$ cat src/design/pnn_pkg.sv
// ----------------------------------------------------------------------------
// pnn_pkg
// Shared types and constants for the polygon Newell normal block.
// ----------------------------------------------------------------------------
package pnn_pkg;
	localparam int COORD_BITS = 16;
	localparam int MAX_VERTS  = 256;
	localparam int CNT_BITS   = $clog2(MAX_VERTS + 1);
	localparam int ACC_BITS   = 48;
	localparam int ID_BITS    = 24;
	localparam int PID_BITS   = 25;
	localparam int OUT_BITS   = 16;

	typedef logic signed [COORD_BITS-1:0] coord_t;
	typedef logic signed [ACC_BITS-1:0]   acc_t;

	typedef enum logic [3:0] {
		ST_IDLE,
		ST_EDGE,
		ST_CLOSE1,
		ST_CLOSE2,
		ST_NORM,
		ST_SQRT,
		ST_DIV,
		ST_OUT
	} state_t;

	typedef enum logic [1:0] {
		EDGE_BACK_PREV,
		EDGE_BACK_FIRST,
		EDGE_PREV_FIRST
	} edge_sel_t;

	typedef struct packed {
		logic      capture;    // take a vertex from the input
		logic      edge_go;    // accumulate one edge
		edge_sel_t edge_sel;
		logic      norm_go;    // one normalize step
		logic      sqrt_start;
		logic      sqrt_step;
		logic      div_start;
		logic      div_step;
		logic      clear;
	} pnn_cmd_t;

	typedef struct packed {
		logic kept;        // vertex on the input would be kept
		logic close_dup;   // last kept id repeats the first
		logic two_plus;    // kept_count >= 2
		logic norm_done;
		logic sqrt_done;
		logic div_done;
		logic degen;
	} pnn_stat_t;
endpackage

$ cat src/design/pnn_ctrl.sv
// ----------------------------------------------------------------------------
// pnn_ctrl
// Controller: sequences vertex capture, edge sums, normalization, square root, divide and output.
// ----------------------------------------------------------------------------
module pnn_ctrl (
	input  logic              clk,
	input  logic              arst_n,
	input  logic              in_fire,
	input  logic              in_last,
	input  logic              out_fire,
	input  pnn_pkg::pnn_stat_t stat,
	output pnn_pkg::pnn_cmd_t  cmd,
	output logic              in_ready,
	output logic              out_valid
);
	import pnn_pkg::*;

	state_t state_q, state_d;
	logic   last_q;

	always_ff @(posedge clk or negedge arst_n) begin
		if (!arst_n) begin
			state_q <= ST_IDLE;
			last_q  <= 1'b0;
		end else begin
			state_q <= state_d;
			if (in_fire) last_q <= in_last;
		end
	end

	always_comb begin
		state_d = state_q;
		unique case (state_q)
			ST_IDLE:   if (in_fire) state_d = ST_EDGE;
			ST_EDGE: begin
				if (!last_q) state_d = ST_IDLE;
				else if (!stat.two_plus) state_d = ST_NORM;
				else if (stat.close_dup) state_d = ST_CLOSE2;
				else state_d = ST_CLOSE1;
			end
			ST_CLOSE1: state_d = ST_CLOSE2;
			ST_CLOSE2: state_d = ST_NORM;
			ST_NORM: begin
				if (stat.degen) state_d = ST_OUT;
				else if (stat.norm_done) state_d = ST_SQRT;
			end
			ST_SQRT:   if (stat.sqrt_done) state_d = ST_DIV;
			ST_DIV:    if (stat.div_done) state_d = ST_OUT;
			ST_OUT:    if (out_fire) state_d = ST_IDLE;
			default:   state_d = ST_IDLE;
		endcase
	end

	always_comb begin
		cmd = '0;
		cmd.edge_sel = EDGE_BACK_PREV;
		in_ready  = 1'b0;
		out_valid = 1'b0;
		unique case (state_q)
			ST_IDLE: begin
				in_ready    = 1'b1;
				cmd.capture = in_fire;
				// edge back->prev is added from the old registers as the vertex lands
				cmd.edge_go  = in_fire && stat.kept && stat.two_plus;
				cmd.edge_sel = EDGE_BACK_PREV;
			end
			ST_CLOSE1: begin
				cmd.edge_go  = 1'b1;
				cmd.edge_sel = EDGE_BACK_PREV;
			end
			ST_CLOSE2: begin
				cmd.edge_go  = 1'b1;
				cmd.edge_sel = stat.close_dup ? EDGE_BACK_FIRST : EDGE_PREV_FIRST;
			end
			ST_NORM: begin
				cmd.norm_go    = 1'b1;
				cmd.sqrt_start = stat.norm_done;
			end
			ST_SQRT: begin
				cmd.sqrt_step = 1'b1;
				cmd.div_start = stat.sqrt_done;
			end
			ST_DIV:  cmd.div_step = 1'b1;
			ST_OUT: begin
				out_valid = 1'b1;
				cmd.clear = out_fire;
			end
			default: ;
		endcase
	end
endmodule

$ cat config.mk
export PLATFORM = sky130hd
export DESIGN_NAME = pnn_ctrl
export DESIGN_NICKNAME = d
export VERILOG_FILES = /design/src/design/pnn_pkg.sv /design/src/design/pnn_ctrl.sv
export SDC_FILE = /design/constraint.sdc
export NUM_CORES = 1
export LEC_CHECK = 0
export BUFFER_PORTS_ARGS = -buffer_cell sky130_fd_sc_hd__buf_2
export CORE_AREA = 2 2 39 41
export CTS_CLUSTER_DIAMETER = 40
export DETAILED_ROUTE_END_ITERATION = 7
export DIE_AREA = 0 0 41 43
export PLACE_DENSITY = 0.58
export SLEW_MARGIN = 20
export SYNTH_ARGS = -nofsm -noshare
export SYNTH_HDL_FRONTEND = slang
export SYNTH_SLANG_ARGS = --single-unit
$ cat constraint.sdc
create_clock -name clk -period 1.6 [get_ports clk]
set_clock_uncertainty 0.15 [all_clocks]
set_input_delay 0.24 -clock clk [delete_from_list [all_inputs] [get_ports clk]]
set_output_delay 0.24 -clock clk [all_outputs]
set_load 0.03 [all_outputs]
==> run metrics <==
area of the core=1380 um^2; synth cell count leaders=nor3_1, and2_1, dfrtp_1, inv_1; vias in the first global route=396; max_slew headroom=87.9%; Period minus WS final=1.61 ns; clock tree sinks=4; violated checks=negative setup slack; die height=43 um; area share of the largest cell type after synthesis=27.9%; cts bufs inserted=3; final setup violation count=3; largest net degree at the start of global routing=8; CTS Buffer Depth=2; number of fill cells=140; multiplexer share of the synthesized area=8.71%; H-tree Lvls=1; clk root buf=clkbuf_4; RSZ-0062 raised after global routing=yes; row count=14; die area=1760 um^2; Crit. End Element=output pin; Layout area overhead=92.7%; drt wl/cell=11.8 um; Hold Crit Class=in -> reg; CTS tree=done; hold slack=0.0936 ns; Ports=24; Synth Cell Area=359 um^2; Post-synth EDFFs=0; period utilization=101%; most numerous cell in the Yosys netlist=nor3_1; power per cell area=2020 nW/um^2; status=finished with violations; GR Overflow Total=0; maxcap violations=0; Fin. Hold Viols=0; area of the multi-input gates=290 um^2; Seq/Total Area, Yosys=27.9%; Port Buffers=23; Final Max Slew Viols=0; peak supply drop=0.000806 V; # diodes=0; Synth Area in Simple Gates=30.0%; CP cell instances=buf_6 -> nor3_4 -> and2_4 -> buf_6; final worst slack=-0.0141 ns; Post-Place Cells=85; Worst path slowest cell=dfrtp_1; syn_area_per_cell=8.16 um^2; Setup CP Type=reg -> out; Slowest Stage Delay on Critical Path=0.39 ns; Top FF cell, synth=dfrtp_1; fraction of registers with async set/reset=100%; detailed-route DRC error count=0; Post-Synth Adder-Cell Area=0%; placed wire-length estimate=778 um; Mapped Cells=44; antenna viol nets, final=0; Synth Area in Compound Gates=19.9%; critical path arrival=1.22 ns; Final GP Congestion=0.737; nets@finish=90; yosys warns=0; global-route wire length before repair=1.71 mm; crit-path most repeated cell=buf_6; fin util=50.0%; largest family of logic cells by synthesized area=simple AND/OR/NAND/NOR gates; Worst Setup Start Kind=flop; measured slew at the worst slew-check pin=0.179 ns; Net Count, Synth=56; Reg area=100 um^2; Post-Layout Cell Count=92; Vias=442; synth unique cells=20; Starting Density=25.9%; Final TNS setup=-0.0317 ns; post-DR vias/cell=4.80; largest cells by area after synthesis=dfrtp_1, buf_6, and2_1, nor3_1, mux2i_1; CP max FO=7; WP data required=1.21 ns; antenna violations before repair=0; Clock transition at path regs=0.04 ns; fmax=620 MHz; Leak Pwr=0.336 nW; clk_lat worst skew=0.23 ns; Post-Synth XOR/XNOR Area=0%; ratio of cells with drive above 1 in the final layout=71.1%; Total Routing Usage GR=14.5%; largest area contributor in the synthesized netlist=dfrtp_1; total power=1.40 mW; initial drt markers=1; die width=41 um; Yosys reg bits=4; total wire length=1.08 mm; Detailed Routing Iterations Pass 1=2
## area by class of cell
| class | count | share of cell area, % |
|---|---|---|
| sequential | 4 | 14.5 |
| tap | 16 | 2.89 |
| timing repair buffer | 32 | 34.5 |
| multi-input combinational | 33 | 42.0 |
| clock buffer | 3 | 3.25 |
| inverter | 4 | 2.89 |
## where the power goes
part / internal [mW] / switching, mW / total, mW
Clock: 0.0838 / 0.0389 / 0.123
Combinational: 0.473 / 0.624 / 1.10
Sequential: 0.144 / 0.0345 / 0.178
Total: 0.701 / 0.697 / 1.40
## cells in the final DEF (no fill, tap or decap), types with 2 or more instances in the layout
cell type / Yosys / final
o21ai_0: 2 / 2
clkbuf_4: 0 / 3
nor3_2: 0 / 2
buf_2: 0 / 15
inv_4: 0 / 2
nor3_4: 0 / 2
buf_4: 0 / 7
nor2_1: 3 / 2
dfrtp_1: 4 / 4
and2_4: 0 / 4
a21oi_1: 3 / 3
buf_6: 3 / 9
mux2i_1: 2 / 2
## cell families (layout without fill, tap and decap cells)
logic type	Yosys count	after routing
mux	3	3
compound gates	10	10
flops	4	4
simple gates	20	20
buf+inv	7	39
## worst max-delay path: cells and delay by family (launching register included)
kind,cells,cell delay (ns)
simple gates,2,0.34
flops,1,0.39
buf+inv,2,0.27
## flip-flops by register name (all words and copies together), names as in the netlist
name	cells
last_q	1
state_q	3
## routing by layer
metal  vias up  track usage, %  routed length [um]
li1        222               -                   -
met1       209            17.6                 436
met2        11            24.4                 598
met3         0            3.14                  47
met4         0            4.00                   0
met5         -               0                   0
## path summary, 6_finish.rpt
check,from,endpoint,slack [ns],cells after the start
min,in_last,last_q$_DFFE_PN0P_,0.09,2
min reg2reg,last_q$_DFFE_PN0P_,last_q$_DFFE_PN0P_,0.42,1
max,state_q[1]$_DFFE_PN0P_,cmd[4],-0.01,4
min in group asynchronous,arst_n,state_q[1]$_DFFE_PN0P_,0.20,2
max reg2reg,state_q[1]$_DFFE_PN0P_,state_q[0]$_DFFE_PN0P_,0.01,4
max in group asynchronous,arst_n,state_q[2]$_DFFE_PN0P_,0.98,2
## per-stage QoR
step / area [um^2] / setup slack, ns
2_1_floorplan: 400 / -0.0316
3_3_place_gp: 539 / 0.0870
3_5_place_dp: 539 / 0.0113
4_1_cts: 672 / -0.0246
5_1_grt: 692 / -0.0714
6_report: 692 / -0.0141
## what timing repair did
action	4_1_cts	5_1_grt
hold buffers	1	0
endpoints found under the hold margin	4	0
resized for setup	28	6
pin swaps	6	4
setup endpoints to repair	8	12
setup buffers	2	0
cloned	1	0
(Power assumes the default switching activity.)
